File: src/design/bbrf_ram.sv
// Generic single-port-write, one-read RAM with registered read data.
// No dependencies.
`timescale 1ns / 1ps
`default_nettype none
module bbrf_ram #(
   parameter int Width = 8,
   parameter int Depth = 32
) (
   input  wire logic                     clock,
   input  wire logic                     wr_en,
   input  wire logic [$clog2(Depth)-1:0] wr_addr,
   input  wire logic [Width-1:0]         wr_data,
   input  wire logic [$clog2(Depth)-1:0] rd_addr,
   output logic [Width-1:0]              rd_data
);
   logic [Width-1:0] mem [Depth];
   always_ff @(posedge clock) begin
      if (wr_en) begin
         mem[wr_addr] <= wr_data;
      end
      rd_data <= mem[rd_addr];
   end
endmodule
`default_nettype wire

File: config.mk
export PLATFORM = sky130hd
export DESIGN_NAME = bbrf_ram
export DESIGN_NICKNAME = d
export VERILOG_FILES = /design/src/design/bbrf_ram.sv
export SDC_FILE = /design/constraint.sdc
export NUM_CORES = 1
export LEC_CHECK = 0
export BUFFER_PORTS_ARGS = -buffer_cell sky130_fd_sc_hd__clkbuf_2
export CORE_UTILIZATION = 43
export DETAILED_ROUTE_END_ITERATION = 12
export HOLD_SLACK_MARGIN = 0.02
export PLACE_DENSITY = 0.56
export SYNTH_ARGS = -nofsm -noshare
export SYNTH_HDL_FRONTEND = slang
export SYNTH_SLANG_ARGS = --single-unit
File: constraint.sdc
create_clock -name clock -period 3.15 [get_ports clock]
set_clock_uncertainty 0.1 [all_clocks]
set_input_delay 0.63 -clock clock [delete_from_list [all_inputs] [get_ports clock]]
set_output_delay 0.63 -clock clock [all_outputs]
set_load 0.005 [all_outputs]
# After elaboration in Yosys (flattened, before gate mapping)
# Memory sizes are Yosys's and may differ from the RTL's. A register that Yosys moved wholly into a read port is not among the register bits.
# Cells that the tools add are included.
# word_totals
reg_bits	0
latchBits	0
mem_bits_rw	256
mem_bits_ro	0
input_bits	20
output_inout_bits	8
word_cells	3
mem_count	1
# memory_table
name	depth	width	rd	rd_clocked_by_memory_dff	write_ports	line	text
mem	32	8	1	1	1	16	logic [Width-1:0] mem [Depth];
# op_classes
add_sub_neg	0
n_mul	0
n_div	0
magnitude_cmp	0
n_eq_ne	0
shifts	0
muxes	2
n_bitwise	0
reduce_logical	0
# op_table
operator	n
2-to-1 mux 1 bit	2

# Longest topological paths before layout
# logic_depth
word_depth	2
depth_mapped	5
depth_no_buf	3

# Worst setup path before layout
# No wires, ideal clock.
# synth_timing
path_type	input-to-reg
start	in rd_addr[2]
end	reg rd_data[0], read port of mem
setup_ns	0.121
t_arrival_ns	2.312
required_ns	2.929
path_slack_ns	0.618
stages	5
path_buffers	2
path_cell_list	clkbuf_1 clkbuf_1 mux4_2 mux4_2 mux2_2
# synth_rtl
item	line	text
from (decl)	13	input wire logic [$clog2(Depth)-1:0] rd_addr,
to (decl)	14	output logic [Width-1:0] rd_data

==> results.sh <==
export IMPL_status="finished clean"
export IMPL_worst_path_max_fanout=21
export IMPL_ant_nets=0
export IMPL_crit_chain="buf_4 -> buf_12 -> mux4_2 -> mux4_2 -> mux2_2"
export IMPL_critPathLaunchType="input port"
export IMPL_firstDrtPassIters=5
export IMPL_overflow=0
export IMPL_slew_headroom_pct=47.5
export IMPL_syn_num_nets=437
export IMPL_p_per_area_nw_per_um2=634
export IMPL_setup_viol=0
export IMPL_cts_tree="yes"
export IMPL_dp_hpwl_um=13000
export IMPL_worst_ep_required_time_ns=3.46
export IMPL_r2r_slack_ns=1.24
export IMPL_crit_path_end="rd_data[7]"
export IMPL_crit_start="rd_addr[0]"
export IMPL_endpoint_kind="flop"
export IMPL_max_cap_violations=0
export IMPL_gp_congestion=0.720
export IMPL_peakVddDrop_mv=0.396
export IMPL_tns_ns=0
export IMPL_cts_sinks=264
export IMPL_cp_common_cell="mux4_2"
export IMPL_cts_buffers=28
export IMPL_syn_area_sq_um=10100
export IMPL_hold_path_class="input port to flop"
export IMPL_grt_max_degree=65
export IMPL_fin_crit_sh_pct=68.3
export IMPL_grt_pass1_vias=4560
export IMPL_fin_ws_ns=1.00
export IMPL_h_tree_depth=1
export IMPL_cts_root_buf="clkbuf_16"
export IMPL_synth_cell_types=15
export IMPL_area_growth_pct=16.1
export IMPL_clk_pin_slew_ns=0.06
export IMPL_cp_top_family="multiplexers"
export IMPL_rows=55
export IMPL_maxClockFrequency_mhz=465
export IMPL_io_buffers=27
export IMPL_post_place_ws_ns=0.413
export IMPL_die_h_um=155
export IMPL_min_period_ns=2.15
export IMPL_final_common_cell="edfxtp_1"
export IMPL_fin_nets=507
export IMPL_worst_r2r_endpoint="rd_data[0]"
export IMPL_layout_drive_gt1_share_pct=37.9
export IMPL_wl_per_cell_um=25.2
export IMPL_antennaDiodeCount=0
export IMPL_max_stage_delay_ns=0.56
export IMPL_yosys_warnings=0
export IMPL_drc=0
export IMPL_crit_type="input port to flop"
export IMPL_ios=28
export IMPL_worst_path_stages=5
export IMPL_yosys_register_bits=264
export IMPL_grt_usage_pct=18.0
export IMPL_vias=4472
export IMPL_postCtsHoldBufs=0
export IMPL_utilization_pct=51.2
export IMPL_initial_core_util_pct=44.1
export IMPL_crit_path_top_delay_cell="mux4_2"
export IMPL_drt_iter0_markers=419
export IMPL_hold_viol=0
export IMPL_viasPerCell=5.44
export IMPL_antenna_found_initial=0
export IMPL_clock_latency_ns=0.53
export IMPL_r2r_cells=3
export IMPL_die_area_sq_um=24000
export IMPL_coreArea_sq_um=22800
export IMPL_clockBufferDepth=3
export IMPL_drt_wl_total_um=20700
export IMPL_syn_inst=417
export IMPL_cts_repair_resize_count=0
export IMPL_worst_path_buf_inv=2
export IMPL_die_x_um=155
export IMPL_cts_setup_buffers=0
export IMPL_synth_seq_area_share_pct=78.1
export IMPL_final_cell_mix="edfxtp_1, mux4_2, nor2_1"
export IMPL_slew_violations=0
export IMPL_reg2reg_from="mem[31][0]"
export IMPL_power_leakage_nw=3.71
export IMPL_avgSynthCellArea_sq_um=24.1
export IMPL_dp_cells=770
export IMPL_rsz0062_at_grt="false"
export IMPL_cp_arrival_ns=2.46
export IMPL_worst_pin_slew_ns=0.784
export IMPL_grt_pass1_wl_um=30400
export IMPL_nFillCells=1777
export IMPL_final_cells=822
[sequential cells by signal, summed over array words and instances, names as in the netlist]
register,count
mem,256
rd_data,8
[through the flow]
step / total power (W) / hold WS, ns / instance area (sq um)
final: 0.00740 / 0.486 / 11700
after detailed placement: 0.00439 / 0.792 / 10800
after CTS: 0.00748 / 0.492 / 11700
after global routing: 0.00763 / 0.479 / 11700
after floorplan: 0.00420 / 0.629 / 10100
after global placement: 0.00438 / 0.788 / 10800
[cell type report]
type / count / area (sq um) / area share (%)
Timing Repair Buffer: 60 / 448 / 3.84
Tap cell: 313 / 392 / 3.36
Multi-Input combinational cell: 133 / 2100 / 18.0
Clock inverter: 12 / 98.8 / 0.847
Sequential cell: 264 / 7850 / 67.2
Clock buffer: 40 / 787 / 6.74
[cell families after synthesis]
kind of cell  count (synthesis)  share of synthesized area (%)
mux                          88                           18.8
buf+inv                      20                           1.06
flops                       264                           78.1
simple gates                 45                           2.07
[layer usage]
layer	wire length, um	vias up	GRT usage [%]
met5	0	-	0
li1	-	1920	-
met4	325	0	3.91
met2	9530	156	27.2
met3	1280	25	3.37
met1	9590	2371	27.5
[worst min path at each step]
stage | from | end | slack, ns | depth (start not counted)
finish | rd_addr[3] | rd_data[5] | 0.49 | 2
global route | rd_addr[3] | rd_data[4] | 0.48 | 2
CTS | rd_addr[3] | rd_data[6] | 0.49 | 2
detailed placement | mem[30][1] | rd_data[1] | 0.79 | 3
global placement | mem[26][2] | rd_data[2] | 0.79 | 3
floorplan | wr_data[0] | mem[0][0] | 0.63 | 0
[power by group]
group	internal, W	switching (W)
registers	0.00391	0.0000219
clock network	0.00182	0.00128
logic	0.000167	0.000207
total	0.00590	0.00150
[synthesized netlist by cell type]
master	count	area, sq um
clkbuf_1	6	22.5
dfxtp_1	8	160
nand3b_1	5	37.5
buf_1	6	22.5
edfxtp_1	256	7690
mux2_2	8	90.1
buf_2	1	5.00
nor2_1	33	124
or3b_2	3	26.3
buf_6	1	11.3
nand3_1	2	10.0
mux4_2	80	1800
or3_1	1	6.26
nand2_1	1	3.75
buf_4	6	45.0
No activity file was read; power rests on OpenSTA's default activity.
